`src/sv/bmlcd_pkg.sv`:
```
`default_nettype none
package bmlcd_pkg;

  localparam int MaxWidth    = 128;
  localparam int MaxHeight   = 64;
  localparam int RowBytesMax = (MaxWidth + 7) / 8;
  localparam int FrameBytes  = RowBytesMax * MaxHeight;
  localparam int StoreDepth  = 2 * FrameBytes;
  localparam int StoreAw     = $clog2(StoreDepth);
  localparam int IdxW        = $clog2(FrameBytes);
  localparam int ColW        = $clog2(MaxWidth);
  localparam int PageW       = $clog2(MaxHeight / 8);
  localparam int RowW        = $clog2(MaxHeight);

  localparam int StepsKey  = 8;
  localparam int StepsDiff = 16;

  localparam logic [1:0] REQ_WRITE   = 2'd0;
  localparam logic [1:0] REQ_FETCH   = 2'd1;
  localparam logic [1:0] REQ_RESTART = 2'd2;

  localparam logic [1:0] REG_WIDTH  = 2'd0;
  localparam logic [1:0] REG_HEIGHT = 2'd1;
  localparam logic [1:0] REG_DIFF   = 2'd2;

  localparam logic [7:0] WidthReset  = 8'd84;
  localparam logic [6:0] HeightReset = 7'd48;

  typedef enum logic [1:0] {
    OUT_CUR,
    OUT_HIT,
    OUT_NONE
  } out_kind_e;

  typedef struct packed {
    logic [7:0] width;
    logic [6:0] height;
    logic       diff_mode;
  } cfg_t;

  typedef struct packed {
    logic      mem_wr;
    logic      restart;
    logic      scan_init;
    logic      rd_issue;
    logic [3:0] rd_step;
    logic      scan_adv;
    logic      cursor_adv;
    logic      done_set;
    logic      hit_save;
    logic      out_load;
    out_kind_e out_kind;
    logic      out_last;
  } cmd_t;

  typedef struct packed {
    logic done_cond;
    logic differ;
    logic more;
    logic out_free;
  } sts_t;

  function automatic logic [7:0] eff_width(logic [7:0] w);
    logic [7:0] r;
    if (w == 8'd0) begin
      r = 8'd1;
    end else if (w > 8'(MaxWidth)) begin
      r = 8'(MaxWidth);
    end else begin
      r = w;
    end
    return r;
  endfunction

  function automatic logic [6:0] eff_height(logic [6:0] h);
    logic [6:0] r;
    if (h == 7'd0) begin
      r = 7'd1;
    end else if (h > 7'(MaxHeight)) begin
      r = 7'(MaxHeight);
    end else begin
      r = h;
    end
    return r;
  endfunction

  function automatic logic [3:0] page_count(logic [6:0] h);
    logic [7:0] t;
    t = {1'b0, h} + 8'd7;
    return t[6:3];
  endfunction

  function automatic logic [4:0] row_bytes(logic [7:0] w);
    logic [8:0] t;
    t = {1'b0, w} + 9'd7;
    return t[7:3];
  endfunction

endpackage
`default_nettype wire

```
`src/sv/bmlcd_regs.sv`:
```
`default_nettype none
module bmlcd_regs import bmlcd_pkg::*; (
  input  logic        clk_i,
  input  logic        rst_ni,
  input  logic        psel,
  input  logic        penable,
  input  logic        pwrite,
  input  logic [3:0]  paddr,
  input  logic [31:0] pwdata,
  output logic [31:0] prdata,
  output cfg_t        cfg_o
);

  logic [7:0] width_q;
  logic [6:0] height_q;
  logic       diff_q;
  logic [1:0] reg_idx;
  logic       wr_en;

  assign reg_idx = paddr[3:2];
  assign wr_en   = psel & penable & pwrite;

  always_ff @(posedge clk_i or negedge rst_ni) begin
    if (!rst_ni) begin
      width_q  <= WidthReset;
      height_q <= HeightReset;
      diff_q   <= 1'b0;
    end else if (wr_en) begin
      unique case (reg_idx)
        REG_WIDTH:  width_q  <= pwdata[7:0];
        REG_HEIGHT: height_q <= pwdata[6:0];
        REG_DIFF:   diff_q   <= pwdata[0];
        default: ;
      endcase
    end
  end

  always_comb begin
    unique case (reg_idx)
      REG_WIDTH:  prdata = {24'd0, width_q};
      REG_HEIGHT: prdata = {25'd0, height_q};
      REG_DIFF:   prdata = {31'd0, diff_q};
      default:    prdata = 32'd0;
    endcase
  end

  assign cfg_o = '{width: width_q, height: height_q, diff_mode: diff_q};

endmodule
`default_nettype wire

```
`config.mk`:
```
export PLATFORM = sky130hd
export DESIGN_NAME = bmlcd_regs
export DESIGN_NICKNAME = d
export VERILOG_FILES = /design/src/sv/bmlcd_pkg.sv /design/src/sv/bmlcd_regs.sv
export SDC_FILE = /design/constraint.sdc
export NUM_CORES = 1
export LEC_CHECK = 0
export ABC_AREA = 1
export BUFFER_PORTS_ARGS = -buffer_cell sky130_fd_sc_hd__buf_2
export CAP_MARGIN = 10
export CORE_MARGIN = 4
export CORE_UTILIZATION = 40
export CTS_BUF_LIST = sky130_fd_sc_hd__clkbuf_4 sky130_fd_sc_hd__clkbuf_8
export DETAILED_ROUTE_END_ITERATION = 8
export PLACE_DENSITY = 0.95
export SLEW_MARGIN = 20
export SYNTH_ARGS = -nofsm -noshare
export SYNTH_HDL_FRONTEND = slang
export SYNTH_SLANG_ARGS = --single-unit
```
`constraint.sdc`:
```
create_clock -name clk_i -period 1.58 [get_ports clk_i]
set_clock_uncertainty 0.1 [all_clocks]
set_input_delay 0 -clock clk_i [delete_from_list [all_inputs] [get_ports clk_i]]
set_output_delay 0 -clock clk_i [all_outputs]
set_load 0.02 [all_outputs]
```
==> flow_summary.json, run 1 <==
{
  "tritoncts": "done",
  "fmax_mhz": 672,
  "cts_max_level": 1,
  "synth_edf_count": 0,
  "drt_drc_violations_left": 0,
  "finalHoldViolCount": 0,
  "via_per_inst": 4.34,
  "async_reset_ff_frac": 1.00,
  "cts_inserted_buffers": 3,
  "post-synth-top-count-cell": "nand2_1",
  "synth.top_cells.by_count": "nand2_1, buf_4, dfrtp_1",
  "synth.cell_area_um2": 955,
  "r2r_start": "width_q[6]",
  "synth_largest_type_area_fraction": 0.288,
  "worst_path_largest_cell_delay_ns": 0.56,
  "static-leakage-power_nw": 0.751,
  "start_kind": "input pin",
  "routed_wire_length_per_instance_um": 11.6,
  "share_comb_of_total_power": 0.363,
  "netSwitchingFraction": 0.394,
  "ant_nets": 0,
  "detail_route.first_pass.iterations": 4,
  "floorplan.die_area_um2": 3230,
  "timing.final.crit_period_ns": 1.49,
  "critical_path_s_slowest_cell": "dlygate4sd3_1",
  "fin_worst_hold_slack_ns": 0.0317,
  "gr-usage-all-layers": 0.150,
  "r2r_setup_slack_ns": 0.76,
  "nets": 225,
  "worst-endpoint-arrival_ns": 1.39,
  "critical_path.reg2reg.endpoint": "width_q[6]",
  "power_density_nw_per_um2": 1070,
  "first_global_vias": 803,
  "worst_setup_path_end_kind": "output pin",
  "crit_fanout": 8,
  "final_number_of_max_transition_violations": 0,
  "clk-insertion-delay-late_ns": 0.28,
  "timing.hold.worst.class": "in2reg",
  "via_count": 916,
  "timing.critical_path.max_delay_family": "buffers and inverters",
  "clock_tree.root_cell": "clkbuf_4",
  "grt_start_max_net_pins": 17,
  "run_status": "finished clean",
  "share_seq_of_total_power": 0.435,
  "pwr-share-clk": 0.202,
  "cts.sinks": 16,
  "synth_seq_area_share": 0.426,
  "initial_core_utilization": 0.427,
  "worstSetupPathType": "in2out",
  "timing.critical_path.buf_inv": 3,
  "min_delay_path_depth": 5,
  "finalSetupViolCount": 0,
  "min-delay-start": "paddr[3]",
  "ys.flop_type": "dfrtp_1",
  "cell_internal_pwr_mw": 0.806,
  "post_synth_main_area_contributors": "dfrtp_1, nand2_1, buf_4",
  "place.detailed.hpwl_mm": 1.65,
  "hold_end": "diff_q",
  "worst_path_most_repeated_cell": "buf_2",
  "place.gp.congestion": 0.703,
  "ctsResizeCount": 0,
  "ir_drop_mv": 0.793,
  "worstRegToRegCells": 2,
  "synth_seq_cells": 16,
  "timing.setup.tns_ns": 0,
  "crit_required_ns": 1.48,
  "netlist-cell-type-count": 12,
  "drtIter0Drc": 16,
  "synthCells": 130,
  "synthDominantAreaCellType": "dfrtp_1",
  "average_cell_area_after_synthesis_um2": 7.34,
  "yosysWarningCount": 0,
  "ioPinCount": 89,
  "finalWirelength_mm": 2.45,
  "drv_cap": 0,
  "dieWidth_um": 56.9,
  "crit_chain": "dlygate4sd3_1 -> buf_2 -> nor2_2 -> nand2_1 -> nand3_1 -> buf_2",
  "design.core.area_um2": 2230,
  "grt_pass1_wl_mm": 3.85,
  "share_of_layout_cells_above_drive_strength_1": 0.306,
  "cts_buffer_depth": 2,
  "areaGrowthSynthToFinish_pct": 30.4,
  "p_switching_mw": 0.523,
  "unrepaired_setup_endpoints_after_global_routing": "no",
  "fp-row-count": 17,
  "portBuffers": 38,
  "worst_setup_hold_path_clk_slew_ns": 0.09,
  "number_of_setup_buffers_added_after_cts": 0,
  "die_h_um": 56.9,
  "antenna_found_initial": 0,
  "post-route-period-util": 0.942,
  "insertedDiodeCount": 0,
  "gr-total-overflow": 0
}
-- worst min-delay path: stages --
cell and delay, ns:
buf_2 0.11, inv_2 0.07, nor2_1 0.07, nand3_1 0.08
nand2_1 0.05
-- cell type report --
| cell class | count | area [µm²] |
|---|---|---|
| inverter | 5 | 18.8 |
| multi-input combinational | 107 | 428 |
| fill | 218 | 988 |
| sequential | 16 | 407 |
| timing repair buffer | 51 | 320 |
| tap | 28 | 35.0 |
| clock buffer | 4 | 36.3 |
-- state kept, by name (all words and copies together), names as in the netlist --
name and count:
width_q 8, height_q 7, diff_q 1
-- per-stage QoR --
stage	power, mW	instances	cell area (µm²)	setup slack, ns	util
floorplan	0.923	153	1040	0.670	-
global placement	1.03	194	1080	0.596	0.483
detailed placement	1.04	194	1080	0.576	0.483
CTS	1.34	211	1240	0.155	0.557
global route	1.41	211	1240	0.0316	0.557
finish	1.33	211	1240	0.0916	0.557
-- cells in the final DEF, fill, tap and decap left out --
| cell | instances |
|---|---|
| buf_2 | 38 |
| clkbuf_4 | 3 |
| clkbuf_8 | 1 |
| conb_1 | 24 |
| dfrtp_1 | 11 |
| dfstp_2 | 5 |
| dlygate4sd3_1 | 13 |
| inv_1 | 3 |
| inv_2 | 2 |
| nand2_1 | 71 |
| nand2_2 | 3 |
| nand3_1 | 3 |
| nor2_1 | 2 |
| nor2_2 | 3 |
| nor2_4 | 1 |
-- logic make-up after synthesis --
logic type | count (synthesis) | share of synthesized area
AND/OR/NAND/NOR | 83 | 0.354
buffers and inverters | 30 | 0.216
flip-flops | 16 | 0.426
other | 1 | 0.00393
-- layer usage --
metal / GRT usage / part of all wire / up-vias
met4: 0.0530 / 0.016 / 0
met3: 0.0230 / 0.065 / 4
met2: 0.234 / 0.49 / 30
li1: - / - / 446
met1: 0.208 / 0.43 / 436
met5: 0 / 0 / -
-- how the worst max path moves through the flow --
| stage | start | endpoint | slack (ns) | cells after the start |
|---|---|---|---|---|
| floorplan | width_q[2] | prdata[2] | 0.67 | 2 |
| global placement | paddr[3] | width_q[7] | 0.60 | 5 |
| detailed placement | paddr[3] | width_q[3] | 0.58 | 5 |
| CTS | paddr[2] | prdata[0] | 0.15 | 6 |
| global route | paddr[2] | prdata[2] | 0.03 | 6 |
| finish | paddr[2] | prdata[0] | 0.09 | 6 |
-- power by group through the flow --
stage	registers [mW]	logic, mW	clock network (mW)
after floorplan	0.678	0.245	0
after global placement	0.579	0.451	0
after detailed placement	0.583	0.456	0
after CTS	0.576	0.482	0.278
after global routing	0.591	0.524	0.295
final	0.579	0.482	0.268
-- what timing repair did --
action                     CTS  global route
hold endpoints to repair    32             0
hold buffers                13             0
setup endpoints to repair    0             0
Note: power is estimated with default switching activity, not from simulation.
==> inputs of run 2 (changes only) <==
- GPL_TIMING_DRIVEN: not set -> 0
- SKIP_LAST_GASP: not set -> 1
==> run 2 against run 1 <==
Compared with the run above:
- power grew 4.3%
- first-iteration DRC count grew 44%
- clock power is essentially flat
- largest power group unchanged
- highest routed layer unchanged
==> flow_summary.json, run 2 (synthesis gave the netlist of run 1 again) <==
{
  "run_status": "finished clean",
  "worst_path_most_repeated_cell": "buf_2",
  "finalWirelength_mm": 2.51,
  "critical_path_s_slowest_cell": "dlygate4sd3_1",
  "ant_nets": 0,
  "cts_inserted_buffers": 3,
  "final_number_of_max_transition_violations": 0,
  "timing.critical_path.max_delay_family": "buffers and inverters",
  "die_h_um": 56.9,
  "static-leakage-power_nw": 0.888,
  "routed_wire_length_per_instance_um": 10.6,
  "nets": 250,
  "design.core.area_um2": 2230,
  "via_per_inst": 4.15,
  "registers_with_the_most_flip_flops": "width_q x8, height_q x7, diff_q x1",
  "timing.setup.tns_ns": 0,
  "drt_drc_violations_left": 0,
  "crit_fanout": 8,
  "worst_setup_path_end_kind": "output pin",
  "grt_start_max_net_pins": 17,
  "ir_drop_mv": 0.663,
  "tritoncts": "done",
  "post_cts_hold_buffer_count": 13,
  "cell_internal_pwr_mw": 0.852,
  "share_of_layout_cells_above_drive_strength_1": 0.389,
  "cts.sinks": 16,
  "dr_wl_met3_um": 228,
  "routedLengthMet1_um": 977,
  "timing.final.crit_period_ns": 1.48,
  "power_density_nw_per_um2": 968,
  "dieWidth_um": 56.9,
  "fp-row-count": 17,
  "registers.top_by_ff_count": "width_q",
  "ctsResizeCount": 0,
  "portBuffers": 38,
  "fillerInstances": 199,
  "timing.hold.worst.class": "in2reg",
  "antenna_found_initial": 0,
  "met2_wirelength_mm": 1.26,
  "worst-endpoint-arrival_ns": 1.38,
  "worstSetupPathType": "in2out",
  "crit_chain": "dlygate4sd3_1 -> buf_2 -> nor2_2 -> nand2_1 -> nand3_1 -> buf_2",
  "unrepaired_setup_endpoints_after_global_routing": "no",
  "finalCoreUtilization": 0.641,
  "layout_commonest_cell": "nand2_1",
  "gr-usage-all-layers": 0.161,
  "crit_required_ns": 1.48,
  "place.detailed.hpwl_mm": 1.78,
  "multiInputGateArea_um2": 428,
  "pwr-share-clk": 0.195,
  "grt_pass1_wl_mm": 4.13,
  "post-route-period-util": 0.937,
  "number_of_setup_buffers_added_after_cts": 0,
  "finalSetupViolCount": 0,
  "dr.max_layer_used": "met4",
  "fmax_mhz": 676,
  "clk-insertion-delay-late_ns": 0.28,
  "floorplan.die_area_um2": 3230,
  "cts_buffer_depth": 2,
  "first_global_vias": 936,
  "netSwitchingFraction": 0.386,
  "gr-total-overflow": 0,
  "drtIter0Drc": 23,
  "detail_route.first_pass.iterations": 4,
  "ioPinCount": 89,
  "insertedDiodeCount": 0,
  "via_count": 979,
  "seqCellArea_um2": 407,
  "share_seq_of_total_power": 0.416,
  "initial_core_utilization": 0.427,
  "p_switching_mw": 0.535,
  "worst_setup_hold_path_clk_slew_ns": 0.09,
  "worst_path_largest_cell_delay_ns": 0.54,
  "share_comb_of_total_power": 0.388,
  "place.gp.congestion": 0.698,
  "clock_tree.root_cell": "clkbuf_4",
  "layout_common_cells": "nand2_1, buf_2, buf_4",
  "timing.critical_path.buf_inv": 3,
  "number_of_flip_flops_in_the_largest_register": 8,
  "drv_cap": 0,
  "start_kind": "input pin",
  "finalHoldViolCount": 0,
  "areaGrowthSynthToFinish_pct": 50.1,
  "cts_max_level": 1
}
==> run 2: per-stage QoR <==
stage	hold WS [ns]	instances	power, mW	area, µm²	setup WS [ns]
after global routing	0.0559	236	1.47	1430	0.0397
after global placement	-0.180	219	1.08	1270	0.598
final	0.0167	236	1.39	1430	0.100
after floorplan	-0.396	153	0.923	1040	0.670
after CTS	0.0113	236	1.39	1430	0.162
after detailed placement	-0.173	219	1.10	1270	0.568
==> run 2: worst paths after layout <==
| check | startpoint | to | slack [ns] | cells past startpoint |
|---|---|---|---|---|
| min reg2reg | height_q[5] | height_q[5] | 0.38 | 2 |
| max in group asynchronous | rst_ni | height_q[5] | 1.04 | 2 |
| min in group asynchronous | rst_ni | height_q[6] | 0.04 | 2 |
| min | paddr[3] | diff_q | 0.02 | 5 |
| max | paddr[2] | prdata[0] | 0.10 | 6 |
| max reg2reg | width_q[2] | width_q[2] | 0.75 | 2 |
==> run 2: cell type report <==
cell class,instances,share of cell area
multi-input combinational,107,0.299
timing repair buffer,51,0.224
buffer,25,0.131
inverter,5,0.0131
clock buffer,4,0.0253
sequential,16,0.284
tap,28,0.0245
==> run 2: worst register-to-register path: stages (launching register included) <==
cell and delay [ns]:
dfstp_2 0.57, nand2_1 0.06, nand2_1 0.06
==> run 2: power by group through the flow <==
stage | Combinational, mW | Sequential (mW) | Clock [mW]
global placement | 0.504 | 0.578 | 0
CTS | 0.538 | 0.576 | 0.274
detailed placement | 0.513 | 0.583 | 0
finish | 0.538 | 0.577 | 0.271
global route | 0.582 | 0.594 | 0.297
floorplan | 0.245 | 0.678 | 0
==> run 2: metal layers <==
metal  global-route usage  up-vias
li1                     -      499
met1                0.184      422
met2                0.294       52
met3               0.0276        6
met4               0.0662        0
met5                    0        -
