File: src/sv/bmlcd_pkg.sv
`default_nettype none
package bmlcd_pkg;

  localparam int MaxWidth    = 128;
  localparam int MaxHeight   = 64;
  localparam int RowBytesMax = (MaxWidth + 7) / 8;
  localparam int FrameBytes  = RowBytesMax * MaxHeight;
  localparam int StoreDepth  = 2 * FrameBytes;
  localparam int StoreAw     = $clog2(StoreDepth);
  localparam int IdxW        = $clog2(FrameBytes);
  localparam int ColW        = $clog2(MaxWidth);
  localparam int PageW       = $clog2(MaxHeight / 8);
  localparam int RowW        = $clog2(MaxHeight);

  localparam int StepsKey  = 8;
  localparam int StepsDiff = 16;

  localparam logic [1:0] REQ_WRITE   = 2'd0;
  localparam logic [1:0] REQ_FETCH   = 2'd1;
  localparam logic [1:0] REQ_RESTART = 2'd2;

  localparam logic [1:0] REG_WIDTH  = 2'd0;
  localparam logic [1:0] REG_HEIGHT = 2'd1;
  localparam logic [1:0] REG_DIFF   = 2'd2;

  localparam logic [7:0] WidthReset  = 8'd84;
  localparam logic [6:0] HeightReset = 7'd48;

  typedef enum logic [1:0] {
    OUT_CUR,
    OUT_HIT,
    OUT_NONE
  } out_kind_e;

  typedef struct packed {
    logic [7:0] width;
    logic [6:0] height;
    logic       diff_mode;
  } cfg_t;

  typedef struct packed {
    logic      mem_wr;
    logic      restart;
    logic      scan_init;
    logic      rd_issue;
    logic [3:0] rd_step;
    logic      scan_adv;
    logic      cursor_adv;
    logic      done_set;
    logic      hit_save;
    logic      out_load;
    out_kind_e out_kind;
    logic      out_last;
  } cmd_t;

  typedef struct packed {
    logic done_cond;
    logic differ;
    logic more;
    logic out_free;
  } sts_t;

  function automatic logic [7:0] eff_width(logic [7:0] w);
    logic [7:0] r;
    if (w == 8'd0) begin
      r = 8'd1;
    end else if (w > 8'(MaxWidth)) begin
      r = 8'(MaxWidth);
    end else begin
      r = w;
    end
    return r;
  endfunction

  function automatic logic [6:0] eff_height(logic [6:0] h);
    logic [6:0] r;
    if (h == 7'd0) begin
      r = 7'd1;
    end else if (h > 7'(MaxHeight)) begin
      r = 7'(MaxHeight);
    end else begin
      r = h;
    end
    return r;
  endfunction

  function automatic logic [3:0] page_count(logic [6:0] h);
    logic [7:0] t;
    t = {1'b0, h} + 8'd7;
    return t[6:3];
  endfunction

  function automatic logic [4:0] row_bytes(logic [7:0] w);
    logic [8:0] t;
    t = {1'b0, w} + 9'd7;
    return t[7:3];
  endfunction

endpackage
`default_nettype wire

File: src/sv/bmlcd_ctrl.sv
`default_nettype none
module bmlcd_ctrl import bmlcd_pkg::*; (
  input  logic       clk_i,
  input  logic       rst_ni,
  input  logic       in_valid_i,
  output logic       in_ready_o,
  input  logic [1:0] req_type_i,
  input  logic       diff_mode_i,
  input  sts_t       sts_i,
  output cmd_t       cmd_o
);

  localparam logic [2:0] S_IDLE   = 3'd0;
  localparam logic [2:0] S_START  = 3'd1;
  localparam logic [2:0] S_GATHER = 3'd2;
  localparam logic [2:0] S_WAIT   = 3'd3;
  localparam logic [2:0] S_DECIDE = 3'd4;

  localparam logic [3:0] LastKey  = 4'(StepsKey - 1);
  localparam logic [3:0] LastDiff = 4'(StepsDiff - 1);

  logic [2:0] state_q, state_d;
  logic [3:0] step_q, step_d;
  logic       look_q, look_d;
  logic       accept;
  logic [3:0] last_step;

  assign in_ready_o = (state_q == S_IDLE);
  assign accept     = in_valid_i & in_ready_o;
  assign last_step  = diff_mode_i ? LastDiff : LastKey;

  always_comb begin
    cmd_o          = '0;
    cmd_o.out_kind = OUT_NONE;
    state_d        = state_q;
    step_d         = step_q;
    look_d         = look_q;
    cmd_o.mem_wr   = accept && (req_type_i == REQ_WRITE);
    cmd_o.restart  = accept && (req_type_i == REQ_RESTART);
    unique case (state_q)
      S_IDLE: begin
        if (accept && (req_type_i == REQ_FETCH)) begin
          state_d = S_START;
        end
      end
      S_START: begin
        if (sts_i.done_cond) begin
          cmd_o.done_set = 1'b1;
          if (sts_i.out_free) begin
            cmd_o.out_load = 1'b1;
            cmd_o.out_kind = OUT_NONE;
            cmd_o.out_last = 1'b1;
            state_d        = S_IDLE;
          end
        end else begin
          cmd_o.scan_init = 1'b1;
          look_d          = 1'b0;
          step_d          = 4'd0;
          state_d         = S_GATHER;
        end
      end
      S_GATHER: begin
        cmd_o.rd_issue = 1'b1;
        cmd_o.rd_step  = step_q;
        if (step_q == last_step) begin
          step_d  = 4'd0;
          state_d = S_WAIT;
        end else begin
          step_d = step_q + 4'd1;
        end
      end
      S_WAIT: begin
        state_d = S_DECIDE;
      end
      S_DECIDE: begin
        if (!diff_mode_i) begin
          if (sts_i.out_free) begin
            cmd_o.out_load   = 1'b1;
            cmd_o.out_kind   = OUT_CUR;
            cmd_o.out_last   = !sts_i.more;
            cmd_o.cursor_adv = sts_i.more;
            cmd_o.done_set   = !sts_i.more;
            state_d          = S_IDLE;
          end
        end else if (!look_q) begin
          if (sts_i.differ && sts_i.more) begin
            cmd_o.hit_save   = 1'b1;
            cmd_o.cursor_adv = 1'b1;
            cmd_o.scan_adv   = 1'b1;
            look_d           = 1'b1;
            state_d          = S_GATHER;
          end else if (!sts_i.differ && sts_i.more) begin
            cmd_o.scan_adv = 1'b1;
            state_d        = S_GATHER;
          end else if (sts_i.out_free) begin
            cmd_o.out_load = 1'b1;
            cmd_o.out_kind = sts_i.differ ? OUT_CUR : OUT_NONE;
            cmd_o.out_last = 1'b1;
            cmd_o.done_set = 1'b1;
            state_d        = S_IDLE;
          end
        end else begin
          if (!sts_i.differ && sts_i.more) begin
            cmd_o.scan_adv = 1'b1;
            state_d        = S_GATHER;
          end else if (sts_i.out_free) begin
            cmd_o.out_load = 1'b1;
            cmd_o.out_kind = OUT_HIT;
            cmd_o.out_last = !sts_i.differ;
            state_d        = S_IDLE;
          end
        end
      end
      default: begin
        state_d = S_IDLE;
      end
    endcase
  end

  always_ff @(posedge clk_i or negedge rst_ni) begin
    if (!rst_ni) begin
      state_q <= S_IDLE;
      step_q  <= 4'd0;
      look_q  <= 1'b0;
    end else begin
      state_q <= state_d;
      step_q  <= step_d;
      look_q  <= look_d;
    end
  end

endmodule
`default_nettype wire

File: config.mk
export PLATFORM = sky130hd
export DESIGN_NAME = bmlcd_ctrl
export DESIGN_NICKNAME = d
export VERILOG_FILES = /design/src/sv/bmlcd_pkg.sv /design/src/sv/bmlcd_ctrl.sv
export SDC_FILE = /design/constraint.sdc
export NUM_CORES = 1
export LEC_CHECK = 0
export ABC_AREA = 1
export BUFFER_PORTS_ARGS = -buffer_cell sky130_fd_sc_hd__clkbuf_2
export CORE_MARGIN = 2
export CORE_UTILIZATION = 35
export CTS_CLUSTER_SIZE = 25
export DETAILED_ROUTE_END_ITERATION = 7
export GPL_TIMING_DRIVEN = 0
export PLACE_DENSITY = 0.71
export SYNTH_ARGS = -nofsm -noshare
export SYNTH_HDL_FRONTEND = slang
export SYNTH_SLANG_ARGS = --single-unit
File: constraint.sdc
create_clock -name clk_i -period 1.8 [get_ports clk_i]
set_clock_uncertainty 0.2 [all_clocks]
set_input_delay 0.09 -clock clk_i [delete_from_list [all_inputs] [get_ports clk_i]]
set_output_delay 0.09 -clock clk_i [all_outputs]
set_load 0.02 [all_outputs]
==> run_results.csv, run 1 <==
group,metric,value,unit
pwr,swShare,0.495,
die,rows,15,
timing,finalCriticalPeriod,1.75,ns
route,drc,0,
finish,drive_above_1_share,0.309,
die,core,1780,sq um
worst_setup_path,rrSetupSlack,0.43,ns
worst_setup_path,r2r-end,"state_q[0]",
die,die_x,48.1,um
finish,area_growth,33.8,%
clocking,cts_setup_buffers,0,
logic_synthesis,synth_area,681,sq um
clocking,cts_tree,"done",
worst_setup_path,cp_data_required_time,1.51,ns
flow_run,cap_violations,0,
route,vias,781,
worst_setup_path,setup.worst_path.start_class,"primary input",
placed_design,gp_congestion,0.757,
worst_setup_path,critical_path_class,"primary input to output port",
worst_setup_path,r2r-start,"step_q[0]",
route,wl_met2,784,um
placed_design,dp_hpwl,1280,um
die,dieArea,2310,sq um
timing,finalCritPeriodShare,0.973,
pwr,seq_power_share,0.309,
grt,grt_overflow_total,0,
pwr,power_switching,0.566,mW
logic_synthesis,synth-seq-area-share,0.294,
clocking,cts_buffers,3,
pwr,power,1.14,mW
grt,grt_max_degree,11,
clocking,clk_path_buf_depth,2,
route,via_per_inst,4.76,
placed_design,numPortBuffers,25,
die,die_y,48.1,um
grt,grt_antenna_before_repair,0,
pwr,combPwrFrac,0.568,
finish,fill_cells,184,
clocking,h-tree-depth,1,
route,drt-met1-wl,806,um
timing,drv_slew,0,
grt,grt_use_total,0.157,
route,routed.top_layer,"met4",
logic_synthesis,syn-num-nets,118,
clocking,clk_latency,0.26,ns
route,wl,1690,um
grt,grt_pass1_wl,2580,um
timing,fin_ws,0.0480,ns
logic_synthesis,avgSynthCellArea,6.36,sq um
worst_setup_path,critPathCaptureType,"output port",
route,ant_nets,0,
pwr,peakVddDrop,734,uV
timing,fmax,0.571,GHz
route,wl_per_cell,10.3,um
worst_setup_path,rr_worst_depth,7,
finish,diodes,0,
route,wl_met3,80,um
grt,grt_pass1_vias,655,
timing,max_slew_margin,0.852,
pwr,leakage,0.505,nW
worst_setup_path,cp.arrival,1.46,ns
logic_synthesis,syn_inst,107,
pwr,p_clk_frac,0.123,
clocking,cts.clk_slew.worst_paths,0.05,ns
die,initial_core_util,0.382,
finish,finalNetCount,152,
timing,hold_viol,0,
pwr,power.internal,0.579,mW
clocking,cts_sinks,8,
timing,finalSetupViolations,0,
route,drt_iter0_drc,11,
placed_design,post-place-ws,0.333,ns
timing,worst_pin_slew,0.221,ns
worst_setup_path,critical_path_peak_fanout,4,
clocking,cts_root_buf,"clkbuf_4",
logic_synthesis,yosys_warnings,0,
hold_path,min_path_type,"primary input to asynchronous set/reset pin",
route,drt_pass1_iterations,4,
timing,grt_setup_unrepaired,"yes",
logic_synthesis,ys_types,21,
pwr,powerDensity,1260,nW/um^2
die,io_pins,27,
logic_synthesis,yosys_register_bits,8,
outcome,status,"completed",
-- power groups by stage --
| stage | clock network, mW | registers, mW | logic (mW) |
|---|---|---|---|
| 3_5_place_dp | 0 | 0.348 | 0.642 |
| 5_1_grt | 0.155 | 0.364 | 0.729 |
| 3_3_place_gp | 0 | 0.345 | 0.625 |
| 4_1_cts | 0.141 | 0.345 | 0.650 |
| 6_report | 0.141 | 0.353 | 0.651 |
| 2_1_floorplan | 0 | 0.331 | 0.493 |
-- area by class of cell --
type | instances | area (sq um) | area share
Multi-Input combinational cell | 79 | 393 | 0.431
Sequential cell | 8 | 203 | 0.223
Timing Repair Buffer | 29 | 168 | 0.184
Inverter | 17 | 63.8 | 0.0701
Tap cell | 25 | 31.3 | 0.0343
Buffer | 3 | 30.0 | 0.0330
Clock buffer | 3 | 22.5 | 0.0247
-- worst max-delay path, cell delays in order --
cell	delay, ns
dlygate4sd3_1	0.52
clkbuf_2	0.15
inv_1	0.10
nor2_2	0.12
inv_1	0.05
nor2_1	0.10
o21ai_0	0.11
nand2_1	0.07
buf_2	0.16
-- per-layer routing --
metal,vias to the layer above,track usage
met5,-,0
met4,0,0.0811
met3,4,0.0259
li1,411,-
met2,23,0.269
met1,343,0.189
-- state kept, by name, summed over array words and instances, names as in the netlist --
register	count
look_q	1
state_q	3
step_q	4
-- how the worst max path moves through the flow --
| stage | start | endpoint | slack [ns] | depth (start not counted) |
|---|---|---|---|---|
| after floorplan | state_q[2] | cmd_o[14] | 0.07 | 3 |
| after global placement | state_q[1] | cmd_o[3] | 0.36 | 6 |
| after detailed placement | state_q[0] | cmd_o[3] | 0.33 | 7 |
| after CTS | state_q[2] | cmd_o[0] | 0.05 | 5 |
| after global routing | sts_i[0] | cmd_o[0] | -0.009 | 9 |
| final | sts_i[0] | cmd_o[0] | 0.05 | 9 |
-- cell families after synthesis --
family                     Yosys count  share of synthesized area
and+or+nand+nor                     72                      0.506
buffers and inverters               20                      0.138
DFF                                  8                      0.294
AOI/OAI and AO/OA                    6                     0.0441
adders and majority gates            1                     0.0184
-- through the flow --
stage / util / setup TNS [ns] / cells / instance area, sq um / hold WS [ns]
after floorplan: - / 0 / 107 / 681 / -0.406
after global placement: 0.469 / 0 / 157 / 837 / -0.252
after detailed placement: 0.469 / 0 / 157 / 837 / -0.249
after CTS: 0.505 / 0 / 164 / 900 / 0.0112
after global routing: 0.511 / -0.00885 / 164 / 911 / 0.0393
final: 0.511 / 0 / 164 / 911 / 0.00234
-- layout by cell type (no fill, tap or decap), types with 2 or more instances in the layout --
| master | count |
|---|---|
| buf_2 | 2 |
| buf_4 | 2 |
| buf_6 | 2 |
| clkbuf_2 | 22 |
| clkbuf_4 | 3 |
| dfrtp_1 | 6 |
| dfrtp_2 | 2 |
| dlygate4sd3_1 | 4 |
| inv_1 | 16 |
| nand2_1 | 23 |
| nand2_2 | 2 |
| nand3_1 | 20 |
| nand4_1 | 3 |
| nor2_1 | 14 |
| nor2_2 | 3 |
| nor3_1 | 2 |
| o21ai_0 | 3 |
-- timing repair --
item                                    in CTS  in global routing
resized for setup                            0                  8
hold endpoints to repair                    10                  0
hold buffers                                 4                  0
endpoints found under the setup margin       0                  4
-- Yosys cell counts --
cell / count / area share
nor2_2: 2 / 0.018
inv_2: 1 / 0.0055
nand3_1: 20 / 0.15
ha_1: 1 / 0.018
nand4_1: 3 / 0.028
buf_4: 1 / 0.011
dfrtp_1: 8 / 0.29
nor3_2: 1 / 0.015
nand2_1: 23 / 0.13
o21ai_0: 3 / 0.022
nand2_2: 2 / 0.018
or2_1: 1 / 0.0092
nor2_1: 15 / 0.083
nor3_1: 2 / 0.015
nand4_2: 1 / 0.018
nand3b_1: 1 / 0.011
buf_6: 2 / 0.033
inv_1: 16 / 0.088
nor2_4: 1 / 0.017
a21oi_1: 2 / 0.015
o21ai_1: 1 / 0.0073
No activity file was read; power rests on OpenSTA's default activity.
==> run 2: changes to the inputs <==
--- a/config.mk
+++ b/config.mk
@@ -9,2 +9,3 @@
 export BUFFER_PORTS_ARGS = -buffer_cell sky130_fd_sc_hd__clkbuf_2
+export CORE_ASPECT_RATIO = 1.2
 export CORE_MARGIN = 2
==> constraint.sdc (replaced) <==
create_clock -name clk_i -period 1.8 [get_ports clk_i]
set_clock_uncertainty 0.2 [all_clocks]
set_input_delay 0.54 -clock clk_i [delete_from_list [all_inputs] [get_ports clk_i]]
set_output_delay 0.54 -clock clk_i [all_outputs]
set_load 0.02 [all_outputs]
==> run 2 against run 1 <==
Count of clock-buffer cells in the layout stayed put. Global-route usage is 2.7 points higher. Hold slack better by 0.37 ns. The flow now finishes with violations (negative setup slack). Largest power group unchanged. Sequential power hardly changed. Via count is 12% higher. Largest cell class unchanged. Setup slack worse by 0.37 ns.
==> run_results.csv, run 2 (same netlist as run 1, synthesis figures left out) <==
group,metric,value,unit
timing,finalCritPeriodShare,1.18,
route,drt_iter0_drc,12,
timing,grt_setup_unrepaired,"yes",
route,drc,0,
grt,grt_pass1_vias,784,
worst_setup_path,rr_worst_depth,7,
grt,grt_use_total,0.185,
finish,top_regs,"step_q x4, state_q x3, look_q x1",
finish,fill_cells,146,
route,via_per_inst,5.12,
timing,finalCriticalPeriod,2.12,ns
timing,fin_ws,-0.324,ns
timing,fmax,0.471,GHz
worst_setup_path,crit_start,"state_q[2]",
worst_setup_path,cp.arrival,1.38,ns
worst_setup_path,critical_path_class,"flip-flop to output port",
clocking,clk_latency,0.25,ns
clocking,cts.clk_slew.worst_paths,0.05,ns
finish,final_util,0.661,
outcome,status,"finished, violations left",
finish,largest_register,"step_q",
timing,drv_slew,0,
finish,drive_above_1_share,0.520,
flow_run,cap_violations,0,
timing,hold_viol,0,
clocking,clk_path_buf_depth,2,
grt,grt_pass1_wl,3200,um
timing,finalSetupViolations,17,
finish,largest_reg_flops,4,
timing,fin_setup_tns,-4.39,ns
die,die_y,52.3,um
grt,grt_antenna_before_repair,0,
placed_design,gp_congestion,0.872,
route,wl_per_cell,12.0,um
clocking,cts_tree,"done",
die,die_x,44.3,um
worst_setup_path,r2r-start,"state_q[2]",
worst_setup_path,cp_data_required_time,1.06,ns
hold_path,min_path_type,"flip-flop to flip-flop",
die,rows,17,
worst_setup_path,setup.worst_path.start_class,"flip-flop",
worst_setup_path,critical_path_peak_fanout,4,
route,drt_pass1_iterations,4,
route,wl,2060,um
timing,max_slew_margin,0.867,
worst_setup_path,rrSetupSlack,0.31,ns
finish,layout_common_cells,"nand2_1, nand3_1, buf_4",
pwr,powerDensity,1310,nW/um^2
route,ant_nets,0,
grt,grt_max_degree,11,
die,initial_core_util,0.372,
route,vias,875,
die,dieArea,2310,sq um
finish,area_growth,77.6,%
placed_design,numPortBuffers,25,
clocking,cts_root_buf,"clkbuf_4",
pwr,peakVddDrop,1000,uV
die,core,1830,sq um
finish,diodes,0,
clocking,h-tree-depth,1,
placed_design,dp_hpwl,1330,um
worst_setup_path,r2r-end,"step_q[1]",
clocking,cts_sinks,8,
die,io_pins,27,
outcome,violations,"negative setup slack",
worst_setup_path,endpoint,"cmd_o[0]",
worst_setup_path,critPathCaptureType,"output port",
clocking,cts_buffers,3,
finish,finalNetCount,165,
finish,layout_commonest_cell,"nand2_1",
grt,grt_overflow_total,0,
timing,worst_pin_slew,0.199,ns
pwr,leakage,0.606,nW
[run 2: where the power goes]
group / leakage (nW) / internal (mW) / total (mW) / switching, mW
clock network: 0.0138 / 0.0763 / 0.137 / 0.0611
logic: 0.489 / 0.525 / 1.09 / 0.560
registers: 0.103 / 0.257 / 0.355 / 0.0982
total: 0.606 / 0.859 / 1.58 / 0.719
[run 2: metrics by stage]
step           std cells  setup slack [ns]  area, sq um  hold slack, ns  power (mW)
2_1_floorplan        107            -0.149          749          0.0444       0.881
3_3_place_gp         151            -0.294          898           0.197        1.03
3_5_place_dp         151            -0.325          898           0.196        1.05
4_1_cts              164            -0.320         1120           0.363        1.44
5_1_grt              171            -0.384         1210           0.392        1.70
6_report             171            -0.324         1210           0.368        1.58
[run 2: area by class of cell]
type | count | area (sq um) | share of cell area
Clock buffer | 3 | 22.5 | 0.0186
Sequential cell | 8 | 203 | 0.168
Inverter | 17 | 63.8 | 0.0528
Tap cell | 19 | 23.8 | 0.0197
Multi-Input combinational cell | 79 | 497 | 0.411
Buffer | 3 | 33.8 | 0.0280
Timing Repair Buffer | 42 | 365 | 0.302
[run 2: worst min path at each step]
stage | from | to | cells after the start
finish | look_q | look_q | 2
detailed placement | rst_ni | step_q[2] | 1
global placement | rst_ni | step_q[2] | 1
floorplan | rst_ni | look_q | 0
CTS | sts_i[0] | state_q[2] | 2
global route | step_q[3] | step_q[3] | 2
[run 2: worst max-delay path, stage by stage, from the launching register on]
cell	delay [ns]
dfrtp_2	0.46
inv_2	0.09
nand4_1	0.10
or2_1	0.28
nand2_2	0.09
buf_8	0.11
[run 2: per-layer routing]
metal  track usage  share of wire  vias to the layer above
met5             0              0                        -
met4         0.126          0.023                        0
met3        0.0207          0.043                        7
met2         0.311           0.53                       33
met1         0.214           0.40                      399
li1              -              -                      436
[run 2: what timing repair did]
action	4_1_cts	5_1_grt
endpoints found under the setup margin	17	17
setup buffers	9	7
pin swaps	6	9
gates cloned	0	0
endpoints found under the hold margin	8	0
hold buffers	1	0
resized for setup	39	15
